--- src/rtl/xxhash_style_hash64_top_defines.svh ---
// ----------------------------------------------------------------------------
// xxhash_style_hash64_top_defines: assertion macros
// Implication checks on the rising clock edge, disabled under reset; empty
// bodies when NO_ASSERTIONS is set.
// ----------------------------------------------------------------------------
`ifndef XXHASH_STYLE_HASH64_TOP_DEFINES_SVH
`define XXHASH_STYLE_HASH64_TOP_DEFINES_SVH

`ifndef NO_ASSERTIONS
`define XXH64_ASSERT_IMPL(label, trig, cond) \
   label: assert property (@(posedge clock) disable iff (reset) (trig) |-> (cond)) \
      else $error("xxh64: same-cycle check failed");
`define XXH64_ASSERT_NEXT(label, trig, cond) \
   label: assert property (@(posedge clock) disable iff (reset) (trig) |=> (cond)) \
      else $error("xxh64: next-cycle check failed");
`else
`define XXH64_ASSERT_IMPL(label, trig, cond)
`define XXH64_ASSERT_NEXT(label, trig, cond)
`endif

`endif

--- src/rtl/xxh64_pkg.sv ---
// ----------------------------------------------------------------------------
// xxh64_pkg: shared types and constants
// Hash primes, seed offsets, micro-operation codes and the command and status
// bundles between controller and datapath.
// ----------------------------------------------------------------------------
package xxh64_pkg;

   localparam logic [63:0] K1 = 64'h9E37_79B1_85EB_CA87;
   localparam logic [63:0] K2 = 64'hC2B2_AE3D_27D4_EB4F;
   localparam logic [63:0] K3 = 64'h1656_67B1_9E37_79F9;
   localparam logic [63:0] K4 = 64'h85EB_CA77_C2B2_AE63;
   localparam logic [63:0] K5 = 64'h27D4_EB2F_1656_67C5;

   localparam logic [63:0] SEED_H  = K5;
   localparam logic [63:0] SEED_L0 = K5 + K1 + K2;
   localparam logic [63:0] SEED_L1 = K5 + K2;
   localparam logic [63:0] SEED_L2 = K5;
   localparam logic [63:0] SEED_L3 = K5 - K1;

   localparam logic [2:0] LAST_LANE = 3'd3;

   typedef enum logic [3:0] {
      MOP_LANE_A = 4'd0,
      MOP_LANE_B = 4'd1,
      MOP_MRG_A  = 4'd2,
      MOP_MRG_B  = 4'd3,
      MOP_MRG_C  = 4'd4,
      MOP_WRD_A  = 4'd5,
      MOP_WRD_B  = 4'd6,
      MOP_WRD_C  = 4'd7,
      MOP_BYT_A  = 4'd8,
      MOP_BYT_B  = 4'd9,
      MOP_AVA_A  = 4'd10,
      MOP_AVA_B  = 4'd11
   } mop_type;

   typedef struct packed {
      logic       capture;
      logic       seed;
      logic       mul_start;
      logic       write_back;
      logic       merge_init;
      logic       advance;
      logic       finish;
      logic       load_rsp;
      logic       rsp_zero;
      mop_type    mop;
      logic [2:0] idx;
   } dp_cmd_type;

   typedef struct packed {
      logic       len_zero;
      logic       in_chunk;
      logic       whole_word;
      logic       last_chunk;
      logic       last_word;
      logic [2:0] tail_count;
      logic       mul_done;
   } dp_stat_type;

   function automatic logic [63:0] rotl64(input logic [63:0] x, input int unsigned r);
      return (x << r) | (x >> (64 - r));
   endfunction

endpackage

--- src/rtl/xxh64_mul.sv ---
// ----------------------------------------------------------------------------
// xxh64_mul: iterative 64x64 multiplier, low 64 bits of the product
// One registered 32x32 partial product per cycle, accumulated in the next;
// done pulses once the last partial product has been accumulated.
// ----------------------------------------------------------------------------
`include "xxhash_style_hash64_top_defines.svh"

module xxh64_mul
   import xxh64_pkg::*;
(
   input  logic        clock,
   input  logic        reset,
   input  logic        start,
   input  logic [63:0] a,
   input  logic [63:0] b,
   output logic        done,
   output logic [63:0] product
);

   localparam logic [1:0] PH_LAST = 2'd3;

   logic [63:0] a_ff, a_in;
   logic [63:0] b_ff, b_in;
   logic [63:0] prod_ff, prod_in;
   logic [63:0] acc_ff, acc_in;
   logic [1:0]  phase_ff, phase_in;
   logic        run_ff, run_in;
   logic        done_ff, done_in;
   logic [31:0] mul_x, mul_y;

   always_comb begin
      unique case (phase_ff)
         2'd0: begin
            mul_x = a_ff[31:0];
            mul_y = b_ff[31:0];
         end
         2'd1: begin
            mul_x = a_ff[31:0];
            mul_y = b_ff[63:32];
         end
         2'd2: begin
            mul_x = a_ff[63:32];
            mul_y = b_ff[31:0];
         end
         2'd3: begin
            mul_x = '0;
            mul_y = '0;
         end
      endcase
   end

   always_comb begin
      a_in     = a_ff;
      b_in     = b_ff;
      prod_in  = 64'(mul_x) * 64'(mul_y);
      acc_in   = acc_ff;
      phase_in = phase_ff;
      run_in   = run_ff;
      done_in  = 1'b0;
      if (start) begin
         a_in     = a;
         b_in     = b;
         phase_in = '0;
         run_in   = 1'b1;
      end else if (run_ff) begin
         phase_in = phase_ff + 2'd1;
         if (phase_ff == 2'd1) begin
            acc_in = prod_ff;
         end else if (phase_ff != 2'd0) begin
            acc_in = acc_ff + {prod_ff[31:0], 32'd0};
         end
         if (phase_ff == PH_LAST) begin
            run_in  = 1'b0;
            done_in = 1'b1;
         end
      end
   end

   always_ff @(posedge clock) begin
      a_ff    <= a_in;
      b_ff    <= b_in;
      prod_ff <= prod_in;
      acc_ff  <= acc_in;
      if (reset) begin
         phase_ff <= '0;
         run_ff   <= 1'b0;
         done_ff  <= 1'b0;
      end else begin
         phase_ff <= phase_in;
         run_ff   <= run_in;
         done_ff  <= done_in;
      end
   end

   assign done    = done_ff;
   assign product = acc_ff;

   `XXH64_ASSERT_IMPL(a_start_when_free, start, !run_ff && !done_ff)
   `XXH64_ASSERT_NEXT(a_done_after_last, run_ff && (phase_ff == PH_LAST), done_ff && !run_ff)

endmodule

--- src/rtl/xxh64_dp.sv ---
// ----------------------------------------------------------------------------
// xxh64_dp: hash datapath
// Word, length and offset registers, lane accumulators, running hash,
// shared multiplier with operand selection and write-back, result register.
// ----------------------------------------------------------------------------
`include "xxhash_style_hash64_top_defines.svh"

module xxh64_dp
   import xxh64_pkg::*;
#(
   parameter int LENGTH_BITS = 32
)
(
   input  logic        clock,
   input  logic        reset,
   input  logic [63:0] req_data_word,
   input  logic [31:0] req_message_length,
   input  dp_cmd_type  cmd,
   output dp_stat_type stat,
   output logic [63:0] rsp_hash_value
);

   localparam int LEN_W = (LENGTH_BITS < 32) ? LENGTH_BITS : 32;
   localparam logic [LEN_W:0] BEAT_BYTES = (LEN_W + 1)'(8);

   logic [63:0]      word_ff, word_in;
   logic [LEN_W-1:0] len_ff, len_in;
   logic [LEN_W-1:0] off_ff, off_in;
   logic [63:0]      h_ff, h_in;
   logic [63:0]      t_ff, t_in;
   logic [63:0]      lane_ff [4];
   logic [63:0]      lane_in [4];
   logic [63:0]      rsp_hash_ff, rsp_hash_in;

   logic [LEN_W-1:0] req_len;
   logic [63:0]      req_len64;
   logic [LEN_W-1:0] chunk_end;
   logic [LEN_W:0]   off_next;
   logic [1:0]       lane_sel;
   logic [63:0]      lane_rd;
   logic [7:0]       byte_val;
   logic [63:0]      merge_sum;
   logic [63:0]      mul_a, mul_b, mul_p;
   logic             mul_done;

   assign req_len   = req_message_length[LEN_W-1:0];
   assign req_len64 = 64'(req_len);
   assign chunk_end = {len_ff[LEN_W-1:5], 5'd0};
   assign off_next  = {1'b0, off_ff} + BEAT_BYTES;

   assign stat.len_zero   = (req_len == '0);
   assign stat.in_chunk   = (off_ff < chunk_end);
   assign stat.whole_word = (off_next <= {1'b0, len_ff});
   assign stat.last_chunk = (off_next == {1'b0, chunk_end});
   assign stat.last_word  = (off_next >= {1'b0, len_ff});
   assign stat.tail_count = len_ff[2:0];
   assign stat.mul_done   = mul_done;

   assign lane_sel = ((cmd.mop == MOP_LANE_A) || (cmd.mop == MOP_LANE_B)) ?
                     off_ff[4:3] : cmd.idx[1:0];
   assign lane_rd  = lane_ff[lane_sel];
   assign byte_val = word_ff[{cmd.idx, 3'b000} +: 8];

   assign merge_sum = rotl64(lane_ff[0], 1) + rotl64(lane_ff[1], 7) +
                      rotl64(lane_ff[2], 12) + rotl64(lane_ff[3], 18);

   always_comb begin
      unique case (cmd.mop)
         MOP_LANE_A: begin mul_a = word_ff;               mul_b = K2; end
         MOP_LANE_B: begin mul_a = t_ff;                  mul_b = K1; end
         MOP_MRG_A:  begin mul_a = lane_rd;               mul_b = K2; end
         MOP_MRG_B:  begin mul_a = t_ff;                  mul_b = K1; end
         MOP_MRG_C:  begin mul_a = h_ff;                  mul_b = K1; end
         MOP_WRD_A:  begin mul_a = word_ff;               mul_b = K2; end
         MOP_WRD_B:  begin mul_a = t_ff;                  mul_b = K1; end
         MOP_WRD_C:  begin mul_a = h_ff;                  mul_b = K1; end
         MOP_BYT_A:  begin mul_a = 64'(byte_val);         mul_b = K5; end
         MOP_BYT_B:  begin mul_a = h_ff;                  mul_b = K1; end
         MOP_AVA_A:  begin mul_a = h_ff ^ (h_ff >> 33);   mul_b = K2; end
         MOP_AVA_B:  begin mul_a = h_ff;                  mul_b = K3; end
         default:    begin mul_a = h_ff;                  mul_b = K1; end
      endcase
   end

   xxh64_mul u_mul (
      .clock   (clock),
      .reset   (reset),
      .start   (cmd.mul_start),
      .a       (mul_a),
      .b       (mul_b),
      .done    (mul_done),
      .product (mul_p)
   );

   always_comb begin
      word_in     = word_ff;
      len_in      = len_ff;
      off_in      = off_ff;
      h_in        = h_ff;
      t_in        = t_ff;
      lane_in     = lane_ff;
      rsp_hash_in = rsp_hash_ff;
      if (cmd.capture) begin
         word_in = req_data_word;
      end
      if (cmd.seed) begin
         len_in     = req_len;
         off_in     = '0;
         h_in       = SEED_H + req_len64;
         lane_in[0] = SEED_L0 + req_len64;
         lane_in[1] = SEED_L1 + req_len64;
         lane_in[2] = SEED_L2 + req_len64;
         lane_in[3] = SEED_L3 + req_len64;
      end
      if (cmd.advance) begin
         off_in = off_next[LEN_W-1:0];
      end
      if (cmd.finish) begin
         off_in = '0;
      end
      if (cmd.merge_init) begin
         h_in = merge_sum;
      end
      if (cmd.write_back) begin
         unique case (cmd.mop)
            MOP_LANE_A: t_in = rotl64(lane_rd + mul_p, 31);
            MOP_LANE_B: lane_in[lane_sel] = mul_p;
            MOP_MRG_A:  t_in = rotl64(mul_p, 31);
            MOP_MRG_B:  h_in = h_ff ^ mul_p;
            MOP_MRG_C:  h_in = mul_p + K4;
            MOP_WRD_A:  t_in = rotl64(mul_p, 31);
            MOP_WRD_B:  h_in = rotl64(h_ff ^ mul_p, 27);
            MOP_WRD_C:  h_in = mul_p + K4;
            MOP_BYT_A:  h_in = rotl64(h_ff ^ mul_p, 11);
            MOP_BYT_B:  h_in = mul_p;
            MOP_AVA_A:  h_in = mul_p ^ (mul_p >> 29);
            MOP_AVA_B:  h_in = mul_p ^ (mul_p >> 32);
            default:    h_in = h_ff;
         endcase
      end
      if (cmd.load_rsp) begin
         rsp_hash_in = cmd.rsp_zero ? '0 : h_ff;
      end
   end

   always_ff @(posedge clock) begin
      word_ff     <= word_in;
      h_ff        <= h_in;
      t_ff        <= t_in;
      lane_ff     <= lane_in;
      rsp_hash_ff <= rsp_hash_in;
      if (reset) begin
         len_ff <= '0;
         off_ff <= '0;
      end else begin
         len_ff <= len_in;
         off_ff <= off_in;
      end
   end

   assign rsp_hash_value = rsp_hash_ff;

   `XXH64_ASSERT_IMPL(a_lane_within_chunks, cmd.write_back && (cmd.mop == MOP_LANE_B), stat.in_chunk)
   `XXH64_ASSERT_IMPL(a_advance_not_last, cmd.advance, !stat.last_word)

endmodule

--- src/rtl/xxh64_ctrl.sv ---
// ----------------------------------------------------------------------------
// xxh64_ctrl: hash sequencer
// Takes one word at a time, steps the datapath through lane, merge, word,
// byte and avalanche multiplies, and owns the result handshake.
// ----------------------------------------------------------------------------
`include "xxhash_style_hash64_top_defines.svh"

module xxh64_ctrl
   import xxh64_pkg::*;
(
   input  logic        clock,
   input  logic        reset,
   input  logic        req_valid,
   output logic        req_stall,
   input  logic        req_first_word,
   output logic        rsp_valid,
   input  logic        rsp_stall,
   input  dp_stat_type stat,
   output dp_cmd_type  cmd
);

   typedef enum logic [7:0] {
      S_IDLE     = 8'b0000_0001,
      S_DISPATCH = 8'b0000_0010,
      S_ISSUE    = 8'b0000_0100,
      S_WAIT     = 8'b0000_1000,
      S_MERGE    = 8'b0001_0000,
      S_STEP     = 8'b0010_0000,
      S_OUT      = 8'b0100_0000,
      S_ZERO     = 8'b1000_0000
   } state_type;

   state_type  state_ff, state_in;
   mop_type    mop_ff, mop_in;
   logic [2:0] idx_ff, idx_in;
   logic       in_msg_ff, in_msg_in;
   logic       rsp_valid_ff, rsp_valid_in;
   logic       accept;
   logic       out_free;

   assign req_stall = (state_ff != S_IDLE);
   assign accept    = req_valid && (state_ff == S_IDLE);
   assign out_free  = !rsp_valid_ff || !rsp_stall;

   always_comb begin
      state_in  = state_ff;
      mop_in    = mop_ff;
      idx_in    = idx_ff;
      in_msg_in = in_msg_ff;
      cmd       = '0;
      cmd.mop   = mop_ff;
      cmd.idx   = idx_ff;
      unique case (state_ff)
         S_IDLE: begin
            if (accept) begin
               cmd.capture = 1'b1;
               if (req_first_word) begin
                  if (stat.len_zero) begin
                     in_msg_in = 1'b0;
                     state_in  = S_ZERO;
                  end else begin
                     cmd.seed  = 1'b1;
                     in_msg_in = 1'b1;
                     state_in  = S_DISPATCH;
                  end
               end else if (in_msg_ff) begin
                  state_in = S_DISPATCH;
               end
            end
         end
         S_DISPATCH: begin
            priority if (stat.in_chunk) begin
               mop_in = MOP_LANE_A;
            end else if (stat.whole_word) begin
               mop_in = MOP_WRD_A;
            end else begin
               mop_in = MOP_BYT_A;
               idx_in = '0;
            end
            state_in = S_ISSUE;
         end
         S_ISSUE: begin
            cmd.mul_start = 1'b1;
            state_in      = S_WAIT;
         end
         S_WAIT: begin
            if (stat.mul_done) begin
               cmd.write_back = 1'b1;
               state_in       = S_ISSUE;
               unique case (mop_ff)
                  MOP_LANE_A: mop_in = MOP_LANE_B;
                  MOP_LANE_B: state_in = stat.last_chunk ? S_MERGE : S_STEP;
                  MOP_MRG_A:  mop_in = MOP_MRG_B;
                  MOP_MRG_B:  mop_in = MOP_MRG_C;
                  MOP_MRG_C: begin
                     if (idx_ff == LAST_LANE) begin
                        state_in = S_STEP;
                     end else begin
                        idx_in = idx_ff + 3'd1;
                        mop_in = MOP_MRG_A;
                     end
                  end
                  MOP_WRD_A:  mop_in = MOP_WRD_B;
                  MOP_WRD_B:  mop_in = MOP_WRD_C;
                  MOP_WRD_C:  state_in = S_STEP;
                  MOP_BYT_A:  mop_in = MOP_BYT_B;
                  MOP_BYT_B: begin
                     if ((idx_ff + 3'd1) < stat.tail_count) begin
                        idx_in = idx_ff + 3'd1;
                        mop_in = MOP_BYT_A;
                     end else begin
                        state_in = S_STEP;
                     end
                  end
                  MOP_AVA_A:  mop_in = MOP_AVA_B;
                  MOP_AVA_B:  state_in = S_OUT;
                  default:    state_in = S_IDLE;
               endcase
            end
         end
         S_MERGE: begin
            cmd.merge_init = 1'b1;
            mop_in         = MOP_MRG_A;
            idx_in         = '0;
            state_in       = S_ISSUE;
         end
         S_STEP: begin
            if (stat.last_word) begin
               mop_in   = MOP_AVA_A;
               state_in = S_ISSUE;
            end else begin
               cmd.advance = 1'b1;
               state_in    = S_IDLE;
            end
         end
         S_OUT, S_ZERO: begin
            if (out_free) begin
               cmd.load_rsp = 1'b1;
               cmd.rsp_zero = (state_ff == S_ZERO);
               cmd.finish   = 1'b1;
               in_msg_in    = 1'b0;
               state_in     = S_IDLE;
            end
         end
         default: state_in = S_IDLE;
      endcase
   end

   always_comb begin
      rsp_valid_in = rsp_valid_ff && rsp_stall;
      if (cmd.load_rsp) begin
         rsp_valid_in = 1'b1;
      end
   end

   always_ff @(posedge clock) begin
      if (reset) begin
         state_ff     <= S_IDLE;
         mop_ff       <= MOP_LANE_A;
         idx_ff       <= '0;
         in_msg_ff    <= 1'b0;
         rsp_valid_ff <= 1'b0;
      end else begin
         state_ff     <= state_in;
         mop_ff       <= mop_in;
         idx_ff       <= idx_in;
         in_msg_ff    <= in_msg_in;
         rsp_valid_ff <= rsp_valid_in;
      end
   end

   assign rsp_valid = rsp_valid_ff;

   `XXH64_ASSERT_IMPL(a_done_while_waiting, stat.mul_done, state_ff == S_WAIT)
   `XXH64_ASSERT_NEXT(a_result_shown, cmd.load_rsp, rsp_valid_ff)

endmodule

--- src/rtl/xxhash_style_hash64_top.sv ---
// ----------------------------------------------------------------------------
// xxhash_style_hash64_top: streaming 64-bit content hash
// Every 64-bit multiply runs on the one shared 32x32 multiplier. Each word
// runs its lane, whole-word or per-byte multiplies before the next accept;
// the last lane word also runs the merge, and the final word the avalanche.
// A zero-length first word shows 0 without a multiply. Synchronous reset
// returns the block to idle.
// ----------------------------------------------------------------------------
module xxhash_style_hash64_top
   import xxh64_pkg::*;
#(
   parameter int LENGTH_BITS = 32
)
(
   input  logic        clock,
   input  logic        reset,
   input  logic        req_valid,
   output logic        req_stall,
   input  logic [63:0] req_data_word,
   input  logic        req_first_word,
   input  logic [31:0] req_message_length,
   output logic        rsp_valid,
   input  logic        rsp_stall,
   output logic [63:0] rsp_hash_value
);

   dp_cmd_type  cmd;
   dp_stat_type stat;

   xxh64_ctrl u_ctrl (
      .clock          (clock),
      .reset          (reset),
      .req_valid      (req_valid),
      .req_stall      (req_stall),
      .req_first_word (req_first_word),
      .rsp_valid      (rsp_valid),
      .rsp_stall      (rsp_stall),
      .stat           (stat),
      .cmd            (cmd)
   );

   xxh64_dp #(
      .LENGTH_BITS (LENGTH_BITS)
   ) u_dp (
      .clock              (clock),
      .reset              (reset),
      .req_data_word      (req_data_word),
      .req_message_length (req_message_length),
      .cmd                (cmd),
      .stat               (stat),
      .rsp_hash_value     (rsp_hash_value)
   );

endmodule
--- config.mk ---
export PLATFORM = sky130hd
export DESIGN_NAME = xxhash_style_hash64_top
export DESIGN_NICKNAME = d
export VERILOG_FILES = /design/src/rtl/xxh64_pkg.sv /design/src/rtl/xxh64_mul.sv /design/src/rtl/xxh64_dp.sv /design/src/rtl/xxh64_ctrl.sv /design/src/rtl/xxhash_style_hash64_top.sv
export VERILOG_INCLUDE_DIRS = /design/src /design/src/rtl
export SDC_FILE = /design/constraint.sdc
export NUM_CORES = 2
export LEC_CHECK = 0
export BUFFER_PORTS_ARGS = -buffer_cell sky130_fd_sc_hd__buf_2
export CORE_MARGIN = 3
export CORE_UTILIZATION = 49
export CTS_CLUSTER_DIAMETER = 150
export CTS_CLUSTER_SIZE = 40
export DETAILED_ROUTE_END_ITERATION = 8
export PLACE_DENSITY_LB_ADDON = 0.05
export SLEW_MARGIN = 20
export SYNTH_ARGS = -nofsm -noshare
export SYNTH_HDL_FRONTEND = slang
export SYNTH_HIERARCHICAL = 1
export SYNTH_SLANG_ARGS = --single-unit
--- constraint.sdc ---
create_clock -name clock -period 16.8 [get_ports clock]
set_input_delay 1.68 -clock clock [delete_from_list [all_inputs] [get_ports clock]]
set_output_delay 1.68 -clock clock [all_outputs]
set_load 0.01 [all_outputs]
# --- After elaboration in Yosys (flattened, before gate mapping) ---
# Cells that the tools add are included.
# W data, S select, Z words.
totals:
  regBits: 853
classes:
  n_addsub: 13
  bitwise_logic: 15
  shifts: 1
  n_mux: 71
  n_eq_ne: 38
  reduce_logical: 37
  order_cmp: 6
  n_mul: 1
op_table:
  columns: ["cell", "count"]
  rows:
  - ["$mux W256", 3]
  - ["$mux W64", 8]
  - ["$pmux W64 S8", 1]
  - ["$add A64 B64 Y64", 5]
  - ["$pmux W64 S5", 1]
  - ["$bwmux W256", 1]
  - ["$pmux W32 S3", 2]
  - ["$pmux W64 S3", 1]
  - ["$add A64 B32 Y64 const A", 2]
  - ["$bmux W64 S2", 1]
  - ["$demux W64 S2", 1]
  - ["$or A64 B31 Y64", 2]
  - ["$pmux W64 S2", 1]
  - ["$pmux W8 S6", 2]
  - ["$add A64 B64 Y64 const B", 1]
  - ["$mul A32 B32 Y64", 1]
  - ["$mux W32", 2]
  - ["$or A64 B1 Y64", 1]
  - ["$or A64 B11 Y64", 1]
  - ["$or A64 B12 Y64", 1]
  - ["$or A64 B18 Y64", 1]
  - ["$or A64 B27 Y64", 1]
  - ["$or A64 B7 Y64", 1]
  - ["$shiftx A64 B7 Y8", 1]
  - ["other kinds (69)", 140]

# --- Longest topological paths before layout ---
logic_depth:
  depth_word: 11
  depth_mapped: 36

# --- Cells and area by module ---
# The synthesis kept the hierarchy.
modules_own_cells:
  columns: ["mod", "cells_each", "n_inst", "seq_area_each_um2", "area_per_inst_um2"]
  rows:
  - ["xxh64_dp", 5615, 1, 14033.5, 46488.3]
  - ["xxh64_mul", 4548, 1, 7126.8, 42577.1]
  - ["xxh64_ctrl", 184, 1, 340.3, 1398.8]

# --- Worst setup path after synthesis ---
# No wires, ideal clock.
synth_path:
  path_kind: "register to register"
  startpoint: "register u_ctrl.state_ff[5]"
  endpoint: "register u_dp.u_mul.acc_ff[0], in the netlist u_dp/u_mul/product[0], enable pin"
  n_path_buf: 1
  slack_ps: 2695
  stages_incl_launch_ff: 6
  period_less_slack_ps: 14105
  arrival_ps: 13697
  path_cell_list: "dfxtp_1 > clkbuf_1 > or4_1 > nor4b_2 > nor3b_1 > and2_1"
synth_rtl:
  columns: ["element", "line_no", "source"]
  rows:
  - ["from (decl)", "xxh64_ctrl.sv:33", "state_type state_ff, state_in;"]
  - ["from (signal assigned)", "xxh64_ctrl.sv:164", "state_ff <= state_in;"]
  - ["to (signal assigned)", "xxh64_mul.sv:83", "acc_ff <= acc_in;"]
  - ["to (decl)", "xxh64_mul.sv:25", "logic [63:0] acc_ff, acc_in;"]

# --- Final worst setup path ---
layout_path:
  startpoint: "register u_dp.u_mul.phase_ff[0]"
  endpoint: "register u_dp.u_mul.prod_ff[52]"
layout_between:
  elab_chain_cells: 4
  elab_cells_between_ends: 9
  cone_classes: "mul (1); eq/ne (3); mux (2); reduce/logical (3)"
layout_lines:
  columns: ["element", "line_no", "source"]
  rows:
  - ["from (decl)", "xxh64_mul.sv:26", "logic [1:0] phase_ff, phase_in;"]
  - ["from (signal assigned)", "xxh64_mul.sv:89", "phase_ff <= phase_in;"]
  - ["$eq A2 B1 Y1 (tied with other cells)", "xxh64_mul.sv:32", "unique case (phase_ff)"]
  - ["$reduce_or A2 Y1 (no line)", null, null]
  - ["$pmux W32 S3", "xxh64_mul.sv:32", null]
  - ["$mul A32 B32 Y64 (*)", "xxh64_mul.sv:55", "prod_in = 64'(mul_x) * 64'(mul_y);"]
  - ["named net u_dp.u_mul.prod_in[52]", "xxh64_mul.sv:24", "logic [63:0] prod_ff, prod_in;"]
  - ["to (signal assigned)", "xxh64_mul.sv:82", "prod_ff <= prod_in;"]
  - ["to (decl)", "xxh64_mul.sv:24", null]
# Mark *: on every way through the listed nets, which the timed path passes. The rest lies on a longest branch.
# A chain may end at the register's enable or synchronous reset.

==> results_dict.tcl <==
set metrics [dict create \
    drtIter0Drc 11399 \
    yosysUniqueCellTypes 119 \
    post-route-period-util_pct 61.63 \
    cap_violations 0 \
    drt-total-wl_mm 443.0 \
    grt_overflow 0 \
    coreArea_um2 183300 \
    ys_seq_area_share_pct 23.77 \
    detail-route-antenna-nets 0 \
    antenna_found_initial 64 \
    grt_max_degree 162 \
    clk_latency_ps 760 \
    status "complete, but fails checks" \
    cts_setup_buffers 0 \
    dp_hpwl_mm 343.0 \
    fp.dieArea_um2 189800 \
    viasPerCell 6.491 \
    drc 48 \
    violations "DRC" \
    area_growth_pct 5.660 \
    ys.flop_type "edfxtp_1" \
    setup_violations 0 \
    period_needed_ps 10350 \
    ios 167 \
    cts_tree "yes" \
    clockBufferDepth 3 \
    final_cell_mix "1419 x inv_1, 1323 x nand2_1, 1024 x fa_1" \
    required_ps 17470 \
    tightest_slew_ps 1297 \
    hold_class "flop to flop" \
    start_kind "flop" \
    max_stage_delay_ps 860 \
    crit_path_end_kind "flop" \
    dr.pass1.iters 9 \
    synth.cell_area_um2 90460 \
    max_slew_margin_pct 12.88 \
    synthXorXnorAreaFrac_pct 4.182 \
    hold_viol_final 0 \
    cts_hold_buf 0 \
    dieWidth_um 435.7 \
    grt_use_total_pct 45.85 \
    gp_congestion 1.095 \
    slew_violations 0 \
    syn_area_per_cell_um2 8.743 \
    final_nets 11809 \
    muxShareOfSynthArea_pct 3.218 \
    crit_family "adder cells" \
    rsz0062_at_grt "no" \
    synth.yosys.warnings 6 \
    max_clock_freq_mhz 96.58 \
    clkTransAtPathRegs_ps 150 \
    drive_gt1_share_pct 7.290 \
    cts_resized 0 \
    fin_setup_tns_ps 0 \
    synthAdderAreaFrac_pct 29.52 \
    fp.dieH_um 435.7 \
    numClockSinks 850 \
    ys_async_sr_fraction_pct 0 \
    cts_buffers 29 \
    htree_num_levels 1 \
    synth_top_family_by_area "adder cells" \
    numPortBuffers 166 \
    yosys.area_share.simple_pct 14.56 \
    via_count 82421 \
    worst-path-buf-inv 7 \
    root_buffer "clkbuf_16" \
    syn_inst 10347 \
    cp_common_cell "fa_1" \
    synth_edf_count 448 \
    routedWlPerCell_um 34.89 \
    fin_worst_skew_ps 73.51 \
    crit_slowest_cell "a22o_1" \
    grt_pass1_wl_mm 616.5 \
    final_common_cell "inv_1" \
    yosys_register_bits 850 \
    num_rows 157 \
    cp.arrival_ps 11030 \
    crit_type "flop to flop" \
    synth_compound_area_share_pct 16.05 \
    crit_fanout 74 \
    initial_utilization_pct 49.36 \
    grt_pass1_vias 79859 \
]
## registers in the layout (all words and copies together) (netlist names), 8 cells and up
| name | cells |
|---|---|
| u_dp/u_mul/b_ff | 64 |
| u_dp/t_ff | 64 |
| u_dp/u_mul/a_ff | 64 |
| u_dp/u_mul/product | 64 |
| u_dp/off_ff | 29 |
| u_dp/len_ff | 32 |
| u_ctrl/state_ff | 8 |
| u_dp/h_ff | 64 |
| u_dp/rsp_hash_value | 64 |
| u_dp/lane_ff | 256 |
| u_dp/word_ff | 64 |
| u_dp/u_mul/prod_ff | 64 |
## synth_stat cells (all sizes together) (71+ instances only)
master,number,area [µm²]
inv,1420,5330
nand2,1326,4977
fa,1024,20500
nor2,980,3679
o21ai,595,2993
clkbuf,577,2170
a21oi,569,2870
ha,496,6206
edfxtp,448,13450
dfxtp,402,8048
xnor2,225,1971
xor2,207,1813
a21o,173,1299
a31oi,126,822.0
nor2b,109,681.9
nand3,108,540.5
nor3,101,510.5
mux2i,94,940.9
buf,84,367.9
mux4,80,1802
nand2b,71,444.2
nand4,71,444.2
## routing by layer
layer | part of all wire (%) | track usage [%] | vias to the layer above
met5 | 0.087 | 0 | -
met4 | 11 | 37.77 | 54
met3 | 13 | 14.50 | 1594
met2 | 43 | 68.14 | 5764
met1 | 34 | 54.34 | 40859
li1 | - | - | 34150
## through the flow
stage          cell area (µm²)  setup WS [ps]  hold WS, ps  util, %  std cells
2_1_floorplan            90500           2695        436.3        -      10356
3_3_place_gp             94380           6661        446.9    51.50      12615
3_5_place_dp             94400           6543        453.8    51.51      12616
4_1_cts                  95400           6472        472.6    52.05      12665
5_1_grt                  95520           5854        509.5    52.12      12671
6_report                 95580           6446        474.7    52.15      12698
## tightest hold or removal path, delay by kind of cell, from the launching register on
family | cells | cell delay [ps]
AOI/OAI and AO/OA | 1 | 50
DFF | 1 | 340
and+or+nand+nor | 1 | 50
## cell families (layout without fill, tap and decap cells)
| family | after synthesis | after routing |
|---|---|---|
| compound gates | 2237 | 2237 |
| xor+xnor | 432 | 432 |
| buf+inv | 2082 | 1932 |
| fa+ha+maj | 1520 | 1520 |
| mux | 189 | 189 |
| other cells | 2 | 39 |
| simple gates | 3035 | 3035 |
| flops | 850 | 850 |
## layout make-up
cell class / instances / area [µm²]
multi-input combinational: 7424 / 61500
clock inverter: 12 / 245.2
fill: 17268 / 87690
sequential: 850 / 21500
timing repair buffer: 462 / 3088
inverter: 1421 / 5339
antenna: 28 / 70.07
clock buffer: 37 / 755.7
tap: 2464 / 3083
## worst paths after layout
path / from / endpoint / slack, ps / cells past startpoint
setup / recovery: u_dp/u_mul/phase_ff[0]$_SDFFE_PP0P_ / u_dp/u_mul/prod_ff[52]$_DFF_P_ / 6450 / 26
hold reg to reg: u_dp/len_ff[31]$_SDFFE_PP0P_ / u_dp/len_ff[31]$_SDFFE_PP0P_ / 470 / 2
setup reg to reg: u_dp/u_mul/phase_ff[0]$_SDFFE_PP0P_ / u_dp/u_mul/prod_ff[52]$_DFF_P_ / 6450 / 26
hold / removal: u_dp/len_ff[31]$_SDFFE_PP0P_ / u_dp/len_ff[31]$_SDFFE_PP0P_ / 470 / 2
Power is not shown: default switching activity piles up to over one toggle a cycle in this logic, so the estimate is an artifact.
